`src/rtl/slp_pkg.sv`:
```
// Shared types and constants for the sync/length packet deframer.
package slp_pkg;

    localparam logic [7:0]  SYNC_BYTE        = 8'hFF;
    localparam logic [15:0] HEADER_LEN       = 16'd4;
    localparam logic [15:0] MAX_LEN_RESET    = 16'd2048;
    localparam int          BYTE_W           = 8;
    localparam int          LEN_W            = 16;

    typedef enum logic [1:0] {
        KIND_PAYLOAD = 2'd0,
        KIND_EMPTY   = 2'd1,
        KIND_DISCARD = 2'd2,
        KIND_BADLEN  = 2'd3
    } t_kind;

    typedef enum logic [4:0] {
        PH_HUNT    = 5'b00001,
        PH_CODE    = 5'b00010,
        PH_LEN_LO  = 5'b00100,
        PH_LEN_HI  = 5'b01000,
        PH_PAYLOAD = 5'b10000
    } t_phase;

    typedef struct packed {
        t_kind             kind;
        logic [BYTE_W-1:0] payload_byte;
        logic [BYTE_W-1:0] packet_code;
        logic [LEN_W-1:0]  total_length;
        logic              last;
    } t_result;

endpackage

```
`src/rtl/slp_parser.sv`:
```
// Header parser state machine: turns one received byte into at most one result.
module slp_parser
    import slp_pkg::*;
(
    input  logic              i_clk,
    input  logic              i_rst_n,
    input  logic              i_valid,
    input  logic [BYTE_W-1:0] i_byte,
    input  logic              i_advance,
    input  logic [LEN_W-1:0]  i_max_len,
    output logic              o_res_valid,
    output t_result           o_res
);

    t_phase            r_phase,     n_phase;
    logic [BYTE_W-1:0] r_code,      n_code;
    logic [BYTE_W-1:0] r_len_lo,    n_len_lo;
    logic [LEN_W-1:0]  r_len,       n_len;
    logic [LEN_W-1:0]  r_remain,    n_remain;
    logic [LEN_W-1:0]  rx_len;
    logic              take;

    assign take   = i_valid & i_advance;
    assign rx_len = {i_byte, r_len_lo};

    always_comb begin
        n_phase     = r_phase;
        n_code      = r_code;
        n_len_lo    = r_len_lo;
        n_len       = r_len;
        n_remain    = r_remain;
        o_res_valid = 1'b0;
        o_res       = '0;
        case (r_phase)
            PH_CODE: begin
                n_code  = i_byte;
                n_phase = PH_LEN_LO;
            end
            PH_LEN_LO: begin
                n_len_lo = i_byte;
                n_phase  = PH_LEN_HI;
            end
            PH_LEN_HI: begin
                n_len              = rx_len;
                o_res.packet_code  = r_code;
                o_res.total_length = rx_len;
                o_res.last         = 1'b1;
                if (rx_len < HEADER_LEN || rx_len > i_max_len) begin
                    n_phase     = PH_HUNT;
                    o_res_valid = 1'b1;
                    o_res.kind  = KIND_BADLEN;
                end else if (rx_len == HEADER_LEN) begin
                    n_phase     = PH_HUNT;
                    o_res_valid = 1'b1;
                    o_res.kind  = KIND_EMPTY;
                end else begin
                    n_remain = rx_len - HEADER_LEN;
                    n_phase  = PH_PAYLOAD;
                end
            end
            PH_PAYLOAD: begin
                o_res_valid        = 1'b1;
                o_res.kind         = KIND_PAYLOAD;
                o_res.payload_byte = i_byte;
                o_res.packet_code  = r_code;
                o_res.total_length = r_len;
                o_res.last         = (r_remain <= 16'd1);
                if (r_remain <= 16'd1) begin
                    n_remain = '0;
                    n_phase  = PH_HUNT;
                end else begin
                    n_remain = r_remain - 16'd1;
                end
            end
            default: begin
                n_phase = PH_HUNT;
                if (i_byte == SYNC_BYTE) begin
                    n_phase = PH_CODE;
                end else begin
                    o_res_valid        = 1'b1;
                    o_res.kind         = KIND_DISCARD;
                    o_res.payload_byte = i_byte;
                    o_res.last         = 1'b1;
                end
            end
        endcase
        o_res_valid = o_res_valid & i_valid;
    end

    always_ff @(posedge i_clk) begin
        if (!i_rst_n) begin
            r_phase  <= PH_HUNT;
            r_code   <= '0;
            r_len_lo <= '0;
            r_len    <= '0;
            r_remain <= '0;
        end else if (take) begin
            r_phase  <= n_phase;
            r_code   <= n_code;
            r_len_lo <= n_len_lo;
            r_len    <= n_len;
            r_remain <= n_remain;
        end
    end

endmodule

```
`src/rtl/slp_out_stage.sv`:
```
// Result register on the master side of the deframer.
module slp_out_stage
    import slp_pkg::*;
(
    input  logic    i_clk,
    input  logic    i_rst_n,
    input  logic    i_res_valid,
    input  t_result i_res,
    input  logic    i_ready,
    output logic    o_advance,
    output logic    o_valid,
    output t_result o_res
);

    logic    r_valid;
    t_result r_res;

    assign o_advance = ~r_valid | i_ready;
    assign o_valid   = r_valid;
    assign o_res     = r_res;

    always_ff @(posedge i_clk) begin
        if (!i_rst_n) begin
            r_valid <= 1'b0;
        end else if (o_advance) begin
            r_valid <= i_res_valid;
        end
    end

    always_ff @(posedge i_clk) begin
        if (o_advance && i_res_valid) begin
            r_res <= i_res;
        end
    end

endmodule

```
`src/rtl/sync_length_packet_deframer.sv`:
```
// Top level of the sync/length packet deframer.
// Takes one received byte per cycle, unless held off by s_axis_tready, and cuts
// the stream into packets framed as 0xFF, code byte, 16-bit little-endian total
// length (header included), payload. Each byte passes an input register, the
// header state machine, and a result register; with the output side ready the
// block sustains one byte per cycle. Bytes outside a packet come out as
// discards, lengths below 4 or above max_packet_length as a bad-length event, a
// length of exactly 4 as one empty-packet event. Write the limit (reset 2048)
// only while no request is in flight.
module sync_length_packet_deframer
    import slp_pkg::*;
(
    input  logic              i_clk,
    input  logic              i_rst_n,
    input  logic              i_cfg_wr_en,
    input  logic [LEN_W-1:0]  i_cfg_wr_data,  // max_packet_length
    input  logic              s_axis_tvalid,
    output logic              s_axis_tready,
    input  logic [7:0]        s_axis_tdata,   // [7:0] rx_byte
    output logic              m_axis_tvalid,
    input  logic              m_axis_tready,
    output logic [31:0]       m_axis_tdata,   // [7:0] payload_byte, [15:8] packet_code,
                                              // [31:16] total_length
    output logic [1:0]        m_axis_tuser,   // [1:0] kind
    output logic              m_axis_tlast
);

    logic [LEN_W-1:0]  r_max_len;
    logic              r_in_valid;
    logic [BYTE_W-1:0] r_in_byte;
    logic              advance;
    logic              res_valid;
    t_result           res;
    t_result           out_res;

    always_ff @(posedge i_clk) begin
        if (!i_rst_n) begin
            r_max_len <= MAX_LEN_RESET;
        end else if (i_cfg_wr_en) begin
            r_max_len <= i_cfg_wr_data;
        end
    end

    assign s_axis_tready = ~r_in_valid | advance;

    always_ff @(posedge i_clk) begin
        if (!i_rst_n) begin
            r_in_valid <= 1'b0;
        end else if (s_axis_tready) begin
            r_in_valid <= s_axis_tvalid;
        end
    end

    always_ff @(posedge i_clk) begin
        if (s_axis_tvalid && s_axis_tready) begin
            r_in_byte <= s_axis_tdata;
        end
    end

    slp_parser u_parser (
        .i_clk       (i_clk),
        .i_rst_n     (i_rst_n),
        .i_valid     (r_in_valid),
        .i_byte      (r_in_byte),
        .i_advance   (advance),
        .i_max_len   (r_max_len),
        .o_res_valid (res_valid),
        .o_res       (res)
    );

    slp_out_stage u_out (
        .i_clk       (i_clk),
        .i_rst_n     (i_rst_n),
        .i_res_valid (res_valid),
        .i_res       (res),
        .i_ready     (m_axis_tready),
        .o_advance   (advance),
        .o_valid     (m_axis_tvalid),
        .o_res       (out_res)
    );

    assign m_axis_tdata = {out_res.total_length, out_res.packet_code, out_res.payload_byte};
    assign m_axis_tuser = out_res.kind;
    assign m_axis_tlast = out_res.last;

    a_no_out_after_reset: assert property (@(posedge i_clk)
        !$past(i_rst_n) |-> !m_axis_tvalid)
        else $error("result valid right after reset");

    a_event_is_last: assert property (@(posedge i_clk) disable iff (!i_rst_n)
        m_axis_tvalid && m_axis_tuser != KIND_PAYLOAD |-> m_axis_tlast)
        else $error("packet event without last");

    a_discard_no_header: assert property (@(posedge i_clk) disable iff (!i_rst_n)
        m_axis_tvalid && m_axis_tuser == KIND_DISCARD |-> m_axis_tdata[31:8] == 24'd0)
        else $error("discarded byte carries header fields");

    a_empty_len: assert property (@(posedge i_clk) disable iff (!i_rst_n)
        m_axis_tvalid && m_axis_tuser == KIND_EMPTY |-> m_axis_tdata[31:16] == HEADER_LEN)
        else $error("empty packet with wrong length");

endmodule

```
`config.mk`:
```
export PLATFORM = sky130hd
export DESIGN_NAME = sync_length_packet_deframer
export DESIGN_NICKNAME = d
export VERILOG_FILES = /design/src/rtl/slp_pkg.sv /design/src/rtl/slp_parser.sv /design/src/rtl/slp_out_stage.sv /design/src/rtl/sync_length_packet_deframer.sv
export SDC_FILE = /design/constraint.sdc
export NUM_CORES = 1
export LEC_CHECK = 0
export BUFFER_PORTS_ARGS = -buffer_cell sky130_fd_sc_hd__buf_2
export CAP_MARGIN = 10
export CELL_PAD_IN_SITES_DETAIL_PLACEMENT = 0
export CELL_PAD_IN_SITES_GLOBAL_PLACEMENT = 1
export CORE_MARGIN = 8
export CORE_UTILIZATION = 46
export DETAILED_ROUTE_END_ITERATION = 6
export PLACE_DENSITY = 0.83
export SYNTH_ARGS = -nofsm -noshare
export SYNTH_HDL_FRONTEND = slang
export SYNTH_SLANG_ARGS = --single-unit
```
`constraint.sdc`:
```
create_clock -name i_clk -period 14.25 [get_ports i_clk]
set_clock_uncertainty 0.2 [all_clocks]
set_input_delay 2.85 -clock i_clk [delete_from_list [all_inputs] [get_ports i_clk]]
set_output_delay 2.85 -clock i_clk [all_outputs]
set_load 0.005 [all_outputs]
```
==> key figures, run 1 <==
Status
  • Status: completed

Setup path
  • CP Data Required Time: 11.20 ns
  • Critical path peak fanout: 5
  • Total buffers and inverters traversed by the critical path: 2
  • Reg2Reg Depth: 4
  • Number of stages on the worst setup path: 4
  • Data arrival, critical path: 3.42 ns
  • Kind of capture point of the worst setup path: output pin
  • Dominant cell type by count on the critical path: sky130_fd_sc_hd__buf_2
  • Longest individual stage delay on the worst path: 0.23 ns
  • CP Launch Point: m_axis_tready
  • Family with the most delay on the worst path: simple AND/OR/NAND/NOR gates
  • Ordered cell list for the critical path: buf_2 > nor2b_1 > nand2_1 > buf_2
  • RR Startpoint: u_parser.r_phase[1]
  • Startpoint class of the critical path: primary input
  • Worst-path cell with the longest stage delay: sky130_fd_sc_hd__nor2b_1
  • CP Class: primary input to output pin

Pwr
  • Switching part of the total: 0.221
  • Logic gate share of total power: 0.053
  • Largest vdd supply drop: 0.0000664 V
  • Switching power total: 167 µW
  • Sequential power share: 0.470
  • Areal power density over the cells: 116 mW/mm²
  • Internal power component: 588 µW
  • Clock group share of total power: 0.477
  • Total leakage power: 0.00285 µW

Synth
  • Async SR Flop Fraction: 0
  • #FFs+latches synth: 114
  • Share of the yosys chip area belonging to registers: 0.480
  • Per-instance average area after synthesis: 9.84 µm²
  • Number of synthesized flops with an enable pin: 43
  • Count of mapped cells out of synthesis: 574
  • Netlist Area Pre-Place: 0.00565 mm²
  • Count of distinct cell types in the synthesized netlist: 48
  • Synth warn: 0
  • Main synth FF type: sky130_fd_sc_hd__dfxtp_1
  • Post-Synthesis Net Count: 623

Detailed routing
  • DRC violation count after routing: 0
  • Length of the first detailed-routing pass in iterations: 4
  • Via density: 5.45
  • Number of nets still failing antenna checks after routing: 0
  • Avg WL per Cell: 16.8 µm
  • 1st-iter DRT viols: 371
  • Via count: 4,260
  • Final routed wirelength across all metal layers: 13.1 mm

Cells and area
  • Commonest non-fill, non-tap cell in the layout: sky130_fd_sc_hd__nand2_1
  • FF+latch area: 0.00271 mm²
  • Synthesis-to-layout area growth: 15.7%
  • Fillers: 1,094
  • Area of the multi-input gates: 0.00271 mm²
  • Most used cells in the layout excluding fill and tap cells: sky130_fd_sc_hd__nand2_1 (87), sky130_fd_sc_hd__dfxtp_1 (71), sky130_fd_sc_hd__buf_2 (65)
  • Total non-filler cell area in the finished layout: 0.00654 mm²
  • Number of nets in the layout: 670
  • Diodes inserted: 0
  • Share of post-route cells with drive strength above 1: 0.161

STA
  • Crit share post-route: 0.454
  • Total negative slack for setup checks: 0 ns
  • Final Max Slew Viols: 0
  • Remaining max-slew budget at the tightest pin: 0.264
  • Setup repair after global routing missed its margin: false
  • Number of endpoints with negative hold slack in the final report: 0
  • Time the final worst path needs with I/O delays and setup: 6.47 ns
  • Final setup violating endpoints: 0
  • Slew at the pin closest to its max-slew limit: 1.10 ns
  • Fmax: 0.155 GHz
  • Final WS setup: 7.78 ns

Floorplanning
  • Placeable core region: 0.0120 mm²
  • Initial Utilization: 0.470
  • Die span in x: 127 µm
  • Number of I/O pins: 66
  • Height of the die: 127 µm
  • Std-Cell Rows: 40
  • Die footprint: 0.0161 mm²

Hold path
  • Worst Hold Path Cells: 2
  • Hold_sp: u_parser.r_len[9]
  • Hold/Removal Path Class: flop to flop

Placed design
  • Buffers on Ports: 65
  • Sum of net half-perimeters after detailed placement: 8.92 mm
  • Final Wtd Congestion: 0.813
  • Pre-CTS WS: 7.77 ns
  • Area post-placement: 0.00603 mm²

Clocking
  • Clock tree from TritonCTS: built
  • CTS buffer count: 17
  • Count of hold buffers inserted by post-cts repair: 0
  • Count of buffers added by post-CTS timing repair for setup: 0
  • Root buffer selected by CTS: sky130_fd_sc_hd__clkbuf_16
  • Maximum buffer depth of the clock tree: 2
  • Clock-pin slew on the worst setup and hold paths: 0.05 ns
  • H-tree depth: 4
  • PostCTS Resize Cnt: 0
  • Insertion delay of the later-clocked pin in the worst-skew pair: 0.41 ns
  • Clock sink count: 114

Flow run
  • Count of max-cap constraint violations: 0

GRT
  • Number of global-route vias before repair: 4,281
  • Total GRT Usage: 0.169
  • Initial antenna violation count: 0
  • Wire length of the first global-routing pass: 21.7 mm
  • Largest net degree at the start of global routing: 93
  • Leftover overflow at the end of global routing: 0
[power groups by stage]
stage / combinational, µW / sequential (µW) / clock [µW]
after detailed placement: 39.9 / 361 / 0
after global routing: 44.8 / 356 / 382
after global placement: 38.4 / 361 / 0
after floorplan: 27.7 / 357 / 0
after CTS: 40.4 / 355 / 366
final: 39.9 / 355 / 361
[sequential cells by signal, summed over array words and instances (netlist names)]
register / cells
r_in_byte: 8
r_in_valid: 1
r_max_len: 16
u_out.o_res: 35
u_out.o_valid: 1
u_parser.r_code: 8
u_parser.r_len: 16
u_parser.r_len_lo: 8
u_parser.r_phase: 5
u_parser.r_remain: 16
[cell type report]
class	instances	area share
Sequential cell	114	0.415
Multi-Input combinational cell	400	0.415
Clock buffer	24	0.0706
Timing Repair Buffer	68	0.0532
Tap cell	147	0.0281
Inverter	20	0.0115
Clock inverter	8	0.00632
[logic make-up (layout without fill, tap and decap cells)]
kind of cell             after synthesis  count (layout)  share of synthesized area
AND/OR/NAND/NOR                      218             218                      0.200
flip-flops                           114             114                      0.480
AO/OA/AOI/OAI                         92              92                      0.115
buffers and inverters                 60             120                     0.0416
multiplexers                          47              47                     0.0833
XOR/XNOR                              23              23                     0.0357
adder cells (fa/ha/maj)               20              20                     0.0443
[worst paths after layout]
| check | end | slack, ns |
|---|---|---|
| max | s_axis_tready | 7.78 |
| min | u_parser.r_len[9] | 0.27 |
| max reg2reg | u_out.o_res[3] | 10.07 |
| min reg2reg | u_parser.r_len[9] | 0.27 |
[tightest hold or removal path, cell delays in order, from the launching register on]
cell and delay, ns:
sky130_fd_sc_hd__dfxtp_1 0.31, sky130_fd_sc_hd__nand2_1 0.05, sky130_fd_sc_hd__a21boi_0 0.06
[metal layers]
layer | track usage | part of all wire | up-vias | routed length (µm)
li1 | - | - | 2110 | -
met4 | 0.0714 | 0.018 | 0 | 233
met1 | 0.209 | 0.45 | 2025 | 5930
met3 | 0.0364 | 0.057 | 19 | 748
met2 | 0.278 | 0.47 | 106 | 6230
met5 | 0 | 0 | - | 0
[per-stage QoR]
step	hold slack [ns]	std cells	utilization	power (µW)
after floorplan	0.244	574	-	385
after global placement	0.253	749	0.502	400
after detailed placement	0.260	749	0.502	401
after CTS	0.266	781	0.544	761
after global routing	0.294	781	0.544	782
final	0.267	781	0.544	755
[cells in the mapped netlist (12+ instances only)]
| cell | count | area share |
|---|---|---|
| sky130_fd_sc_hd__inv_1 | 20 | 0.013 |
| sky130_fd_sc_hd__a21boi_0 | 19 | 0.025 |
| sky130_fd_sc_hd__nor2b_1 | 35 | 0.039 |
| sky130_fd_sc_hd__mux2i_1 | 47 | 0.083 |
| sky130_fd_sc_hd__o21ai_0 | 19 | 0.017 |
| sky130_fd_sc_hd__nor2_1 | 22 | 0.015 |
| sky130_fd_sc_hd__dfxtp_1 | 71 | 0.25 |
| sky130_fd_sc_hd__clkbuf_1 | 36 | 0.024 |
| sky130_fd_sc_hd__nand2_1 | 87 | 0.058 |
| sky130_fd_sc_hd__a21oi_1 | 12 | 0.011 |
| sky130_fd_sc_hd__edfxtp_1 | 43 | 0.23 |
| sky130_fd_sc_hd__ha_1 | 20 | 0.044 |
| sky130_fd_sc_hd__and2_1 | 12 | 0.013 |
| sky130_fd_sc_hd__xor2_1 | 20 | 0.031 |
| sky130_fd_sc_hd__a22o_1 | 13 | 0.020 |
Note: power is estimated with default switching activity, not from simulation.
==> run 2, diff against run 1 <==
- CORE_UTILIZATION: 46 -> 41
- PLACE_DENSITY: 0.83 -> 0.78
- clock period: 14.25 -> 5.7 ns (I/O delays scaled with it)
==> run 2 against run 1 <==
Net effect: utilization fell by 5.5 points; sequential power rose by 150%; first-iteration DRC count fell by 30%; final cell count rose by 4.4%; via count rose by 0.35%.
==> key figures, run 2 (synthesis gave the netlist of run 1 again) <==
Detailed routing
  • Number of nets still failing antenna checks after routing: 0
  • Via density: 5.25
  • DRC violation count after routing: 0
  • Via count: 4,275
  • Avg WL per Cell: 16.5 µm
  • Length of the first detailed-routing pass in iterations: 4
  • 1st-iter DRT viols: 260
  • Final routed wirelength across all metal layers: 13.4 mm

Cells and area
  • Share of post-route cells with drive strength above 1: 0.170
  • Post-layout instance count excluding filler cells: 815
  • Area of the multi-input gates: 0.00271 mm²
  • Synthesis-to-layout area growth: 18.3%
  • Commonest non-fill, non-tap cell in the layout: sky130_fd_sc_hd__nand2_1
  • Largest register FFs: 35
  • Fillers: 1,277
  • FF+latch area: 0.00271 mm²
  • Number of nets in the layout: 671
  • Most used cells in the layout excluding fill and tap cells: sky130_fd_sc_hd__nand2_1 (87), sky130_fd_sc_hd__dfxtp_1 (71), sky130_fd_sc_hd__buf_2 (65)
  • Diodes inserted: 0

STA
  • Final Max Slew Viols: 0
  • Setup repair after global routing missed its margin: false
  • Remaining max-slew budget at the tightest pin: 0.308
  • Final worst hold slack: 0.267 ns
  • Crit share post-route: 0.638
  • Total negative slack for setup checks: 0 ns
  • Slew at the pin closest to its max-slew limit: 1.03 ns
  • Number of endpoints with negative hold slack in the final report: 0
  • Fmax: 0.275 GHz
  • Time the final worst path needs with I/O delays and setup: 3.64 ns
  • Final setup violating endpoints: 0
  • Final WS setup: 2.06 ns

Clocking
  • Count of buffers added by post-CTS timing repair for setup: 0
  • PostCTS Resize Cnt: 0
  • Clock tree from TritonCTS: built
  • Clock sink count: 114
  • CTS buffer count: 17
  • H-tree depth: 4
  • Maximum buffer depth of the clock tree: 2
  • Insertion delay of the later-clocked pin in the worst-skew pair: 0.41 ns
  • Root buffer selected by CTS: sky130_fd_sc_hd__clkbuf_16
  • Count of hold buffers inserted by post-cts repair: 0
  • Clock-pin slew on the worst setup and hold paths: 0.05 ns

Floorplanning
  • Initial Utilization: 0.413
  • Placeable core region: 0.0137 mm²
  • Die span in x: 133 µm
  • Height of the die: 133 µm
  • Std-Cell Rows: 43
  • Die footprint: 0.0178 mm²
  • Number of I/O pins: 66

Setup path
  • Data arrival, critical path: 3.49 ns
  • CP Data Required Time: 5.56 ns
  • Startpoint class of the critical path: flop
  • Critical path peak fanout: 35
  • Reg2Reg Depth: 5
  • CP Class: flop to flop
  • Kind of capture point of the worst setup path: flop

GRT
  • Total GRT Usage: 0.153
  • Largest net degree at the start of global routing: 69
  • Number of global-route vias before repair: 4,302
  • Leftover overflow at the end of global routing: 0
  • Initial antenna violation count: 0
  • Wire length of the first global-routing pass: 21.8 mm

Placed design
  • Buffers on Ports: 65
  • # placed instances: 783
  • Pre-CTS WS: 2.09 ns
  • Sum of net half-perimeters after detailed placement: 9.44 mm
  • Final Wtd Congestion: 0.831

Pwr
  • Areal power density over the cells: 309 mW/mm²
  • Total power: 2060 µW
  • Total leakage power: 0.00290 µW
  • Largest vdd supply drop: 0.000201 V

Status
  • Status: completed

Hold path
  • Hold/Removal Path Class: flop to flop
  • Worst Hold Path Cells: 2

Flow run
  • Count of max-cap constraint violations: 0
run 2: cell types whose count changed in the layout (fill, tap and decap cells not counted), sizes merged:
cell      before  now
clkinv         8    4
bufinv         0    3
clkinvlp       0    2
buf           68   69
clkbuf        24   23
run 2: routing by layer:
| metal | global-route usage | routed length (µm) |
|---|---|---|
| met5 | 0 | 0 |
| met4 | 0.0536 | 145 |
| met3 | 0.0456 | 808 |
| met2 | 0.248 | 6250 |
| met1 | 0.190 | 6230 |
run 2: worst max-delay path, stage by stage, from the launching register on:
cell and delay [ns]:
sky130_fd_sc_hd__dfxtp_1 0.35, sky130_fd_sc_hd__nor3_1 0.73, sky130_fd_sc_hd__and3b_1 0.75, sky130_fd_sc_hd__nand2_1 0.57, sky130_fd_sc_hd__o21ai_2 0.26, sky130_fd_sc_hd__buf_4 0.40
run 2: power breakdown:
group	total, µW	switching (µW)	internal, µW
Combinational	99.6	54.6	45.1
Clock	1080	359	719
Sequential	886	19.2	867
Total	2060	433	1630
run 2: cell type report:
cell class              instances  area share
flip-flops and latches        114       0.406
multi-input cells             400       0.405
clock buffers                  23      0.0715
repair buffers                 69      0.0532
well taps                     180      0.0337
clock inverters                 9      0.0193
inverters                      20      0.0112
run 2: per-stage QoR:
| step | cell area (µm²) | util |
|---|---|---|
| 2_1_floorplan | 5650 | - |
| 3_3_place_gp | 6070 | 0.444 |
| 3_5_place_dp | 6070 | 0.444 |
| 4_1_cts | 6680 | 0.489 |
| 5_1_grt | 6680 | 0.489 |
| 6_report | 6680 | 0.489 |
run 2: worst paths after layout:
path / startpoint / endpoint / slack [ns]
worst min register to register: u_parser.r_len[5] / u_parser.r_len[5] / 0.27
worst min-delay path: u_parser.r_len[5] / u_parser.r_len[5] / 0.27
worst max-delay path: u_parser.r_phase[0] / u_out.o_res[16] / 2.06
worst max register to register: u_parser.r_phase[0] / u_out.o_res[16] / 2.06
